`config.mk`:
```
export PLATFORM = sky130hd
export DESIGN_NAME = lgpc_cell
export DESIGN_NICKNAME = d
export VERILOG_FILES = /design/src/rtl/lgpc_pkg.sv /design/src/rtl/lgpc_cell.sv
export SDC_FILE = /design/constraint.sdc
export NUM_CORES = 1
export LEC_CHECK = 0
export BUFFER_PORTS_ARGS = -buffer_cell sky130_fd_sc_hd__buf_4
export CAP_MARGIN = 15
export CORE_ASPECT_RATIO = 0.5
export CORE_UTILIZATION = 30
export CTS_CLUSTER_SIZE = 14
export DETAILED_ROUTE_END_ITERATION = 12
export GPL_TIMING_DRIVEN = 0
export HOLD_SLACK_MARGIN = 0.05
export PLACE_DENSITY = 0.68
export SYNTH_ARGS = -nofsm -noshare
export SYNTH_HDL_FRONTEND = slang
export SYNTH_SLANG_ARGS = --single-unit
```
`constraint.sdc`:
```
create_clock -name clk -period 2.13 [get_ports clk]
set_input_delay 0.5325 -clock clk [delete_from_list [all_inputs] [get_ports clk]]
set_output_delay 0.5325 -clock clk [all_outputs]
set_load 0.05 [all_outputs]
```
`src/rtl/lgpc_pkg.sv`:
```
// Shared types and constants for the linear gradient pixel colour block.
// No dependencies; every other file of the block imports this package.
`timescale 1ns / 1ps

package lgpc_pkg;

    localparam int IDX_W           = 12;
    localparam int CH_W            = 8;
    localparam int NUM_CH          = 3;
    localparam int COLOR_W         = NUM_CH * CH_W;
    localparam int DIM_W           = 13;
    localparam int DIM_LIMIT       = (1 << DIM_W) - 1;
    localparam int PROD_W          = IDX_W + CH_W;
    localparam int CFG_IDX_W       = 3;
    localparam int MAX_DIM_DEFAULT = 4096;

    typedef enum logic [CFG_IDX_W-1:0] {
        REG_START_COLOR  = 3'd0,
        REG_END_COLOR    = 3'd1,
        REG_IMAGE_WIDTH  = 3'd2,
        REG_IMAGE_HEIGHT = 3'd3
    } cfg_reg_t;

    typedef struct packed {
        logic valid;
        logic bypass;
    } ctrl_t;

    typedef struct packed {
        logic            neg;
        logic [CH_W-1:0] start;
    } lane_hdr_t;

endpackage

```
`src/rtl/lgpc_cell.sv`:
```
// One restoring division step for all three colour lanes, one quotient bit each.
// Depends on lgpc_pkg.
`timescale 1ns / 1ps

module lgpc_cell #(
    parameter int DIV_W = 12,
    parameter int STEP  = 0
) (
    input  logic                                               clk,
    input  logic                                               rst_n,
    input  logic                                               advance,
    input  logic [DIV_W-1:0]                                   dvs,
    input  lgpc_pkg::ctrl_t                                    ctrl_in,
    input  lgpc_pkg::lane_hdr_t [lgpc_pkg::NUM_CH-1:0]         hdr_in,
    input  logic [lgpc_pkg::NUM_CH-1:0][lgpc_pkg::PROD_W-1:0]  num_in,
    input  logic [lgpc_pkg::NUM_CH-1:0][DIV_W-1:0]             rem_in,
    input  logic [lgpc_pkg::NUM_CH-1:0][lgpc_pkg::CH_W-1:0]    quo_in,
    output lgpc_pkg::ctrl_t                                    ctrl_reg,
    output lgpc_pkg::lane_hdr_t [lgpc_pkg::NUM_CH-1:0]         hdr_reg,
    output logic [lgpc_pkg::NUM_CH-1:0][lgpc_pkg::PROD_W-1:0]  num_reg,
    output logic [lgpc_pkg::NUM_CH-1:0][DIV_W-1:0]             rem_reg,
    output logic [lgpc_pkg::NUM_CH-1:0][lgpc_pkg::CH_W-1:0]    quo_reg
);

    import lgpc_pkg::*;

    // Dividend bit brought down by this cell, most significant first.
    localparam int BIT_POS = PROD_W - 1 - STEP;

    logic [NUM_CH-1:0][DIV_W:0]   trial;
    logic [NUM_CH-1:0][DIV_W:0]   trial_sub;
    logic [NUM_CH-1:0]            ge;
    logic [NUM_CH-1:0][DIV_W-1:0] rem_next;
    logic [NUM_CH-1:0][CH_W-1:0]  quo_next;

    always_comb
    begin
        for (int c = 0; c < NUM_CH; c++)
        begin
            trial[c]     = {rem_in[c], num_in[c][BIT_POS]};
            ge[c]        = (trial[c] >= {1'b0, dvs});
            trial_sub[c] = trial[c] - {1'b0, dvs};
            rem_next[c]  = ge[c] ? trial_sub[c][DIV_W-1:0] : trial[c][DIV_W-1:0];
            quo_next[c]  = {quo_in[c][CH_W-2:0], ge[c]};
        end
    end

    always_ff @(posedge clk or negedge rst_n)
    begin
        if (!rst_n)
        begin
            ctrl_reg <= '0;
        end
        else if (advance)
        begin
            ctrl_reg <= ctrl_in;
        end
    end

    always_ff @(posedge clk)
    begin
        if (advance && ctrl_in.valid)
        begin
            hdr_reg <= hdr_in;
            num_reg <= num_in;
            rem_reg <= rem_next;
            quo_reg <= quo_next;
        end
    end

endmodule

```
==> impl_metrics.tcl <==
set metrics [dict create \
    status "finished with violations" \
    failed_checks "setup timing" \
    yosys_warnings 0 \
    ant_nets 0 \
    clockBufferDepth 2 \
    cts_tree "built" \
    cts-buffers-inserted 17 \
    netlist_area_sq_um 6610 \
    synthAdderAreaFrac 0.0772 \
    htree_levels 4 \
    grt_pass1_vias 5163 \
    crit_buf_inv 3 \
    antenna_cells 0 \
    vias 4988 \
    tightestPinTransition_ns 0.430 \
    synth_edf_count 147 \
    hold_viol 0 \
    stdcell_area_sq_um 10600 \
    slowest_stage "or3_4" \
    synthFlopType "edfxtp_1" \
    wl_um 19800 \
    ctsRootBufferMaster "clkbuf_16" \
    cts_sinks 149 \
    coreArea_sq_um 21100 \
    synth-seq-cells 149 \
    r2r_cells 1 \
    worstPathArrival_ns 2.82 \
    whs_endpoint "num_reg[22]" \
    synth_top_area_frac 0.667 \
    slowest_delay_ns 0.35 \
    start_util 0.314 \
    slew_headroom 0.710 \
    p_leak_nw 4.52 \
    synthMuxAreaShare 0.0641 \
    synth_top_family_by_area "adder cells" \
    reg2reg_from "ctrl_reg[0]" \
    gr-usage-all-layers 0.171 \
    multiInputGateArea_sq_um 2260 \
    timing.fmax_mhz 380 \
    path_cells "buf_6 -> clkinvlp_4 -> ha_4 -> o21a_1 -> o31a_1 -> or3_4 -> a21oi_4 -> a21oi_2 -> a2111oi_4 -> buf_4 -> mux2_2" \
    final_common_cell "buf_4" \
    wl_per_cell_um 18.0 \
    worstReg2RegEnd "ctrl_reg[0]" \
    cp.required_ns 2.31 \
    yosysTopAreaCell "edfxtp_1" \
    gp_congestion 0.842 \
    hp-start "num_in[22]" \
    die_h_um 107 \
    die_w_um 212 \
    synth-simple-area-share 0.0590 \
    clkLatencyLatePin_ns 0.42 \
    rows 37 \
    place_area_sq_um 9460 \
    drt-vias-per-instance 4.56 \
    dp_slack_ns -1.11 \
    cp_max_fo 3 \
    grt_antenna_before_repair 0 \
    area.sequential_sq_um 4460 \
    end_kind "flop" \
    synthArstFlopShare 0.0134 \
    initialDrtViolationCount 268 \
    synth_compound_area_frac 0.0732 \
    drc 0 \
    critical-path-top-delay-family "compound AO/OA/AOI/OAI gates" \
    powerDensity_nw_per_um2 846 \
    grt-ovfl-total 0 \
    portBuffers 309 \
    period_share 1.24 \
    dpl.hpwl_um 14600 \
    grt_max_degree 65 \
    synthTopCellsByArea "edfxtp_1 67%, ha_1 6.8%, mux2_2 3.9%, xnor2_1 2.3%, mux2_4 1.6%" \
    drive_above_1_share 0.555 \
    drt_first_pass_iters 4 \
    drv_cap 0 \
    min_path_type "in2reg" \
    syn_avg_cell_area_sq_um 15.7 \
    worst-r2r-setup-slack_ns 1.37 \
    critPathKind "in2reg" \
    largest_reg_flops 60 \
    synthCells 422 \
    period_needed_ns 2.63 \
    path_clk_slew_ns 0.07 \
    finClkSkew_ns 0 \
    final_cell_mix "332 x buf_4, 147 x edfxtp_1, 28 x ha_1" \
    io_pins 313 \
    setup_viol 39 \
    fill_cells 1801 \
    yosys.area_share.xor_xnor 0.0318 \
    die-area_sq_um 22700 \
    rsz0062_at_grt "yes" \
    yosysUniqueCellTypes 50 \
    min_delay_path_depth 1 \
    syn_nets 625 \
    grt_first_pass_wirelength_um 28600 \
    worst_slack_ns -0.504 \
    ir_worst_vdd_uv 409 \
    syn2layout_area_growth_pct 59.9 \
    yosysSeqAreaShare 0.675 \
    start_kind "input port" \
    maxSlewViolCount 0 \
    nets 993 \
]
stage by stage:
| stage | util | std cells | TNS [ns] | power, W | hold WS [ns] |
|---|---|---|---|---|---|
| 6_report | 0.502 | 1095 | -15.83 | 0.00895 | 0.275 |
| 5_1_grt | 0.502 | 1095 | -17.19 | 0.00927 | 0.250 |
| 4_1_cts | 0.499 | 1090 | -14.80 | 0.00900 | 0.256 |
| 3_5_place_dp | 0.449 | 1025 | -35.23 | 0.00584 | 0.320 |
| 3_3_place_gp | 0.447 | 1023 | -93.65 | 0.00580 | 0.318 |
| 2_1_floorplan | - | 422 | -18.97 | 0.00507 | 0.237 |
how the worst max path moves through the flow:
| stage | start | endpoint | slack, ns | depth (start not counted) |
|---|---|---|---|---|
| 6_report | dvs[2] | rem_reg[15] | -0.50 | 11 |
| 5_1_grt | dvs[2] | rem_reg[15] | -0.52 | 11 |
| 4_1_cts | dvs[1] | rem_reg[14] | -0.52 | 11 |
| 3_5_place_dp | dvs[3] | rem_reg[16] | -1.11 | 11 |
| 3_3_place_gp | dvs[3] | rem_reg[16] | -1.06 | 11 |
| 2_1_floorplan | dvs[2] | rem_reg[16] | -0.69 | 10 |
repair_timing:
action	4_1_cts	5_1_grt
gates resized for setup	46	7
endpoints found under the setup margin	38	38
buffers inserted	32	6
hold endpoints to repair	2	0
hold buffers	1	0
gates cloned	1	0
pin swaps	16	14
layout make-up:
cell class / instances / share of cell area
Sequential cell: 149 / 0.422
Buffer: 5 / 0.00544
Clock buffer: 17 / 0.0402
Timing Repair Buffer: 349 / 0.260
Tap cell: 292 / 0.0345
Inverter: 25 / 0.0103
Clock inverter: 15 / 0.0140
Multi-Input combinational cell: 243 / 0.214
synth_stat cells (11+ instances only):
cell      instances
inv_1            25
ha_1             36
o21ai_0          15
edfxtp_1        147
nand2_1          16
nor2_1           19
xnor2_1          17
mux2_2           23
a21oi_1          20
nor2b_1          11
kinds of logic (layout without fill, tap and decap cells):
kind of cell | after synthesis | after routing
buf+inv | 30 | 411
xor+xnor | 24 | 24
compound gates | 70 | 70
simple gates | 74 | 74
mux | 36 | 36
flops | 149 | 149
fa+ha+maj | 39 | 39
power by group:
group	switching, W	total, W	internal [W]
sequential	0.0000675	0.00357	0.00351
combinational	0.00141	0.00242	0.00101
clock	0.00132	0.00296	0.00164
per-layer routing:
metal,vias up,part of all wire,global-route usage
met5,-,0,0
met4,0,0.024,0.0673
met3,27,0.052,0.0492
met2,142,0.54,0.311
met1,2476,0.39,0.189
li1,2343,-,-
(Power assumes the default switching activity.)
