$ cat config.mk
export PLATFORM = sky130hd
export DESIGN_NAME = lgpc_prep
export DESIGN_NICKNAME = d
export VERILOG_FILES = /design/src/rtl/lgpc_pkg.sv /design/src/rtl/lgpc_prep.sv
export SDC_FILE = /design/constraint.sdc
export NUM_CORES = 1
export LEC_CHECK = 0
export BUFFER_PORTS_ARGS = -buffer_cell sky130_fd_sc_hd__buf_2
export CORE_UTILIZATION = 30
export DETAILED_ROUTE_END_ITERATION = 10
export SETUP_SLACK_MARGIN = 0.05
export SYNTH_ARGS = -nofsm -noshare
export SYNTH_HDL_FRONTEND = slang
export SYNTH_SLANG_ARGS = --single-unit
$ cat constraint.sdc
create_clock -name clk -period 9 [get_ports clk]
set_input_delay 0.45 -clock clk [delete_from_list [all_inputs] [get_ports clk]]
set_output_delay 0.45 -clock clk [all_outputs]
set_load 0.03 [all_outputs]
$ cat src/rtl/lgpc_pkg.sv
// Shared types and constants for the linear gradient pixel colour block.
// No dependencies; every other file of the block imports this package.
`timescale 1ns / 1ps

package lgpc_pkg;

    localparam int IDX_W           = 12;
    localparam int CH_W            = 8;
    localparam int NUM_CH          = 3;
    localparam int COLOR_W         = NUM_CH * CH_W;
    localparam int DIM_W           = 13;
    localparam int DIM_LIMIT       = (1 << DIM_W) - 1;
    localparam int PROD_W          = IDX_W + CH_W;
    localparam int CFG_IDX_W       = 3;
    localparam int MAX_DIM_DEFAULT = 4096;

    typedef enum logic [CFG_IDX_W-1:0] {
        REG_START_COLOR  = 3'd0,
        REG_END_COLOR    = 3'd1,
        REG_IMAGE_WIDTH  = 3'd2,
        REG_IMAGE_HEIGHT = 3'd3
    } cfg_reg_t;

    typedef struct packed {
        logic valid;
        logic bypass;
    } ctrl_t;

    typedef struct packed {
        logic            neg;
        logic [CH_W-1:0] start;
    } lane_hdr_t;

endpackage

$ cat src/rtl/lgpc_prep.sv
// Front stage: picks the gradient axis, forms the divisor and the three
// index-times-difference products. Depends on lgpc_pkg.
`timescale 1ns / 1ps

module lgpc_prep #(
    parameter int MAX_DIM = lgpc_pkg::MAX_DIM_DEFAULT,
    parameter int DIV_W   = 12
) (
    input  logic                                          clk,
    input  logic                                          rst_n,
    input  logic                                          advance,
    input  logic                                          front_valid,
    input  logic [lgpc_pkg::IDX_W-1:0]                    column,
    input  logic [lgpc_pkg::IDX_W-1:0]                    row,
    input  logic [lgpc_pkg::COLOR_W-1:0]                  start_color,
    input  logic [lgpc_pkg::COLOR_W-1:0]                  end_color,
    input  logic [lgpc_pkg::DIM_W-1:0]                    image_width,
    input  logic [lgpc_pkg::DIM_W-1:0]                    image_height,
    output logic [DIV_W-1:0]                              dvs,
    output lgpc_pkg::ctrl_t                               ctrl_reg,
    output lgpc_pkg::lane_hdr_t [lgpc_pkg::NUM_CH-1:0]    hdr_reg,
    output logic [lgpc_pkg::NUM_CH-1:0][lgpc_pkg::PROD_W-1:0] num_reg
);

    import lgpc_pkg::*;

    localparam int CLAMP = (MAX_DIM > DIM_LIMIT) ? DIM_LIMIT : MAX_DIM;
    localparam logic [DIM_W-1:0] CLAMP_V = DIM_W'(CLAMP);

    logic [DIM_W-1:0]                  w_clamp;
    logic [DIM_W-1:0]                  h_clamp;
    logic [DIM_W-1:0]                  len;
    logic [DIM_W-1:0]                  len_m1;
    logic [IDX_W-1:0]                  idx;
    logic                              bypass;
    logic [NUM_CH-1:0][CH_W-1:0]       s_b;
    logic [NUM_CH-1:0][CH_W-1:0]       e_b;
    logic [NUM_CH-1:0][CH_W:0]         diff;
    logic [NUM_CH-1:0][CH_W-1:0]       mag;
    ctrl_t                             ctrl_next;
    lane_hdr_t [NUM_CH-1:0]            hdr_next;
    logic [NUM_CH-1:0][PROD_W-1:0]     num_next;

    // The axis and length follow from the registers alone; the user must write them only
    // while the block is idle, which the block itself does not enforce.
    always_comb
    begin
        w_clamp = (image_width > CLAMP_V) ? CLAMP_V : image_width;
        h_clamp = (image_height > CLAMP_V) ? CLAMP_V : image_height;
        if (h_clamp > w_clamp)
        begin
            idx = row;
            len = h_clamp;
        end
        else
        begin
            idx = column;
            len = w_clamp;
        end
        bypass = (len <= DIM_W'(1));
        len_m1 = len - DIM_W'(1);
    end

    assign dvs = len_m1[DIV_W-1:0];

    always_comb
    begin
        for (int c = 0; c < NUM_CH; c++)
        begin
            s_b[c]            = start_color[c*CH_W +: CH_W];
            e_b[c]            = end_color[c*CH_W +: CH_W];
            diff[c]           = {1'b0, s_b[c]} - {1'b0, e_b[c]};
            mag[c]            = diff[c][CH_W] ? CH_W'(-diff[c]) : diff[c][CH_W-1:0];
            num_next[c]       = PROD_W'(idx) * PROD_W'(mag[c]);
            hdr_next[c].neg   = diff[c][CH_W];
            hdr_next[c].start = s_b[c];
        end
        ctrl_next.valid  = front_valid;
        ctrl_next.bypass = bypass;
    end

    always_ff @(posedge clk or negedge rst_n)
    begin
        if (!rst_n)
        begin
            ctrl_reg <= '0;
        end
        else if (advance)
        begin
            ctrl_reg <= ctrl_next;
        end
    end

    always_ff @(posedge clk)
    begin
        if (advance && front_valid)
        begin
            hdr_reg <= hdr_next;
            num_reg <= num_next;
        end
    end

endmodule

==> impl_metrics.yaml, run 1 <==
synthesis:
  yosys.area.top_type: "fa_1"
  seq_area_frac_synth_pct: 18.7
  synth_seq_cells: 89
  syn-num-nets: 2041
  yosys-top-cells-area: "fa_1, edfxtp_1, ha_1"
  yosys.cell_types.count: 63
  synth_common_cells: "inv_1, nor2_1, fa_1, ha_1, edfxtp_1"
  yosys_most_used_dff: "edfxtp_1"
  synthMostInstantiatedCell: "inv_1"
  netlist_instances: 1594
  async_flop_share_pct: 2.25
  yosysWarnings: 0
  syn-mean-instance-area_um2: 8.93
  synth_edf_count: 87
  synth_top_area_share_pct: 25.7
  syn_area_mm2: 0.0142
finish:
  diodes: 0
  num-fill-cells: 4791
  multi_input_area_mm2: 0.0103
  stdcell_area_mm2: 0.0163
  nNetsFinal: 2227
  register_area_mm2: 0.00266
  drive_gt1_share_pct: 18.0
  area_growth_syn_to_layout_pct: 14.7
  largest_reg_flops: 60
timing:
  post-route-period-util_pct: 86.8
  skew_ns: 0
  slew_headroom_pct: 14.6
  drv_slew: 0
  fmax_mhz: 128
  hold_viol: 0
  tns_ns: 0
  hold_ws_ns: 0.257
  min_period_ns: 7.81
  setup_viol: 0
  rsz0062_at_grt: "no"
  tightest_slew_ns: 1.28
floorplan:
  rows: 79
  start_util_pct: 30.5
  die_w_um: 220
  die_h_um: 220
  dieArea_mm2: 0.0483
  fp.coreArea_mm2: 0.0467
  ios: 203
global_route:
  antenna_found_initial: 0
  grt_max_degree: 48
  first_global_vias: 11800
  grt_overflow: 0
  grt.total_usage_pct: 15.6
  grt_pass1_wl_um: 59600
min_path:
  hold_path_depth: 1
  hold_path.startpoint: "start_color[8]"
  whs_endpoint: "hdr_reg[9]$_DFFE_PP_"
  min_path_type: "in -> reg"
cts:
  htreeDepth: 3
  tritoncts: "built"
  clock-sinks: 89
  insertion_delay_ns: 0.38
  ctsResizeCount: 0
  clk_path_buf_depth: 2
  cts_root_buffer: "clkbuf_16"
  cts_buffers: 9
  clk_pin_slew_ns: 0.07
critical_path:
  reg2reg_to: "ctrl_reg[1]$_DFFE_PN0P_"
  reg2reg_slack_ns: 8.25
  arrival_ns: 7.95
  r2r_cells: 1
  crit_path_end_kind: "flop"
  required_ns: 9.14
  critPathKind: "in -> reg"
  r2r-start: "ctrl_reg[1]$_DFFE_PN0P_"
  crit_start: "image_width[12]"
  startpoint_type: "primary input"
  crit_fanout: 35
route:
  drt_iter0_drc: 675
  wire_per_inst_um: 15.2
  vias_per_cell: 4.79
  drc_errors: 32
  routed_wl_um: 36400
  num_vias: 11500
  ant_nets: 0
  drt_pass1_iterations: 8
placed_design:
  placedInstanceArea_mm2: 0.0160
  place_congestion: 0.870
  port_buffers: 202
  hpwl_um: 29200
run_status:
  violations: "design-rule violations"
  status: "finished, violations left"
job:
  drv_cap: 0
==> cell usage in the layout, fill, tap and decap left out, types with 5 or more instances in the layout <==
cell type / instances
inv_1: 287
nor2_1: 276
buf_2: 202
fa_1: 183
ha_1: 162
edfxtp_1: 87
a21oi_1: 80
or2_2: 53
nand2_1: 49
o21ai_0: 43
xnor2_1: 40
buf_4: 31
xor2_1: 26
nor2b_1: 26
a21o_1: 26
nor3_1: 22
nand3_1: 17
o21a_1: 14
mux2i_2: 12
nand2b_1: 10
and3_1: 10
a31oi_1: 9
clkbuf_16: 9
o211ai_1: 8
a21boi_0: 7
mux2i_1: 7
o31a_1: 6
o31ai_1: 6
a211oi_1: 6
nor3b_1: 5
o21bai_1: 5
clkbuf_1: 5
==> how the worst max path moves through the flow <==
stage | end | depth (start not counted)
2_1_floorplan | num_reg[38]$_DFFE_PP_ | 27
3_3_place_gp | num_reg[19]$_DFFE_PP_ | 25
3_5_place_dp | num_reg[19]$_DFFE_PP_ | 25
4_1_cts | num_reg[19]$_DFFE_PP_ | 24
5_1_grt | num_reg[19]$_DFFE_PP_ | 24
6_report | num_reg[19]$_DFFE_PP_ | 24
==> area by class of cell <==
type,instances,area share (%)
multi-input combinational,1158,63.0
sequential,89,16.3
timing repair buffer,234,7.68
inverter,288,6.62
tap,607,4.65
clock buffer,14,1.49
clock inverter,2,0.238
==> per-layer routing <==
metal  vias up  wire [um]  GRT usage (%)
met3        23       1980           2.42
met2       339      17700           27.0
li1       5497          -              -
met1      5593      16300           20.1
met5         -          0              0
met4         0        408           4.21
==> logic make-up (layout without fill, tap and decap cells) <==
group / after synthesis / after routing / synth area share (%)
compound gates: 233 / 233 / 10.3
xor+xnor: 67 / 67 / 4.23
fa+ha+maj: 345 / 345 / 40.0
buf+inv: 347 / 538 / 9.35
flops: 89 / 89 / 18.7
mux: 21 / 21 / 1.57
simple gates: 492 / 492 / 15.8
==> timing repair <==
action | in CTS | in global routing
buffers inserted | 0 | 0
hold buffers | 1 | 0
hold endpoints to repair | 2 | 0
==> metrics by stage <==
stage	worst slack, ns	instances	util [%]
floorplan	1.92	1594	-
global placement	0.909	2375	34.4
detailed placement	0.755	2375	34.4
CTS	1.16	2392	35.0
global route	0.595	2392	35.0
finish	1.19	2392	35.0
==> worst max-delay path, stage by stage <==
cell	delay, ns
buf_2	0.13
clkinv_1	0.41
ha_1	0.49
nand3_1	0.09
nor3_1	0.28
o31ai_1	0.18
a31oi_4	0.63
buf_4	0.47
mux2i_2	0.64
nor2_1	0.14
fa_1	0.52
fa_1	0.44
fa_1	0.55
inv_1	0.06
fa_1	0.53
inv_1	0.04
ha_1	0.33
o21ai_0	0.20
a21boi_0	0.22
and3_1	0.27
o21ai_0	0.17
a31oi_1	0.08
or4_1	0.42
and3_1	0.17
Power of run 1 is not shown: default switching activity piles up to over one toggle a cycle in this logic, so the estimate is an artifact.
==> run 2: changes to the inputs <==
PLACE_DENSITY = 0.51   (was default)
==> impl_metrics.yaml, run 2 (synthesized netlist as in run 1, its figures left out) <==
critical_path:
  r2r-start: "ctrl_reg[1]$_DFFE_PN0P_"
  crit_start: "image_width[12]"
  required_ns: 9.13
  critPathKind: "in -> reg"
  crit_path_end_kind: "flop"
  crit_fanout: 18
  arrival_ns: 8.05
  startpoint_type: "primary input"
placed_design:
  port_buffers: 202
  place_congestion: 0.876
  placedInstanceArea_mm2: 0.0160
  dp_slack_ns: 0.676
  numPlacedInstances: 2374
  hpwl_um: 30200
timing:
  tightest_slew_ns: 1.32
  fmax_mhz: 126
  drv_slew: 0
  skew_ns: 0
  rsz0062_at_grt: "no"
  setup_viol: 0
  fin_ws_ns: 1.08
  hold_viol: 0
  slew_headroom_pct: 11.7
  tns_ns: 0
  post-route-period-util_pct: 88.0
  min_period_ns: 7.92
cts:
  cts_buffers: 9
  postCtsSetupBuffers: 0
  hold_buffers: 1
  clk_pin_slew_ns: 0.07
  clk_path_buf_depth: 2
  clock-sinks: 89
  cts_root_buffer: "clkbuf_16"
  tritoncts: "built"
  ctsResizeCount: 0
  insertion_delay_ns: 0.39
  htreeDepth: 3
global_route:
  antenna_found_initial: 0
  grt.total_usage_pct: 16.4
  grt_max_degree: 58
  grt_pass1_wl_um: 62000
  grt_overflow: 0
  first_global_vias: 12100
finish:
  area_growth_syn_to_layout_pct: 14.9
  stdcell_area_mm2: 0.0164
  nNetsFinal: 2226
  largest_reg_flops: 60
  layout_common_cells: "inv_1, nor2_1, buf_2"
  drive_gt1_share_pct: 18.0
  mostFrequentLayoutCell: "inv_1"
  fin_cells: 2391
  diodes: 0
route:
  drt_pass1_iterations: 8
  wire_per_inst_um: 15.7
  routed_wl_um: 37600
  drt_iter0_drc: 635
  ant_nets: 0
  num_vias: 11400
  vias_per_cell: 4.78
  drc_errors: 24
min_path:
  min_path_type: "in -> reg"
  hold_path.startpoint: "start_color[8]"
floorplan:
  start_util_pct: 30.5
  ios: 203
  fp.coreArea_mm2: 0.0467
  die_h_um: 220
  dieArea_mm2: 0.0483
  rows: 79
  die_w_um: 220
job:
  drv_cap: 0
run_status:
  status: "finished, violations left"
  violations: "design-rule violations"
-- run 2: cell count changes in the layout (fill, tap and decap cells not counted), sizes merged --
| cell | change |
|---|---|
| inv | +1 |
| buf | -1 |
| clkinvlp | +1 |
| clkinv | -1 |
| clkbuf | -2 |
| bufinv | +1 |
-- run 2: final timing paths --
path / slack (ns) / endpoint / cells after the start
min in group asynchronous: 0.38 / ctrl_reg[0]$_DFFE_PN0P_ / 2
max in group asynchronous: 8.53 / ctrl_reg[1]$_DFFE_PN0P_ / 2
worst max register to register: 8.25 / ctrl_reg[1]$_DFFE_PN0P_ / 1
worst min register to register: 0.52 / ctrl_reg[1]$_DFFE_PN0P_ / 1
worst max-delay path: 1.08 / num_reg[38]$_DFFE_PP_ / 24
worst min-delay path: 0.25 / hdr_reg[9]$_DFFE_PP_ / 1
-- run 2: final cells by class --
class                      count  area (um2)
multi-input combinational   1158       10300
fill                        4931       30300
inverter                     288        1080
timing repair buffer         233        1250
tap                          607         759
clock inverter                 4        76.3
sequential                    89        2660
clock buffer                  12         236
-- run 2: critical path, stage by stage --
cell and delay [ns]:
buf_2 0.13, clkinv_1 0.43, nand2_1 0.33, ha_1 0.28, and4_1 0.21, nor2b_1 0.12, o31ai_1 0.38, a31oi_4 0.41
mux2i_2 0.89, nor2_1 0.17, fa_1 0.59, fa_1 0.45, fa_1 0.55, inv_1 0.06, fa_1 0.53, inv_1 0.04
ha_1 0.35, a21o_1 0.20, a21o_1 0.17, a21oi_1 0.17, nand2_1 0.08, a31oi_1 0.37, mux2i_1 0.12, or4_1 0.53
-- run 2: per-layer routing --
| layer | global-route usage [%] | up-vias | part of all wire (%) |
|---|---|---|---|
| met2 | 27.7 | 237 | 48 |
| li1 | - | 5504 | - |
| met3 | 2.66 | 35 | 4.2 |
| met1 | 21.6 | 5648 | 46 |
| met5 | 0 | - | 0 |
| met4 | 4.53 | 0 | 1.5 |
-- run 2: through the flow --
step | utilization (%) | hold slack (ns)
floorplan | - | 0.154
global placement | 34.4 | 0.241
detailed placement | 34.4 | 0.241
CTS | 35.0 | 0.223
global route | 35.0 | 0.239
finish | 35.0 | 0.250
Power of run 2 is left out for the same reason.
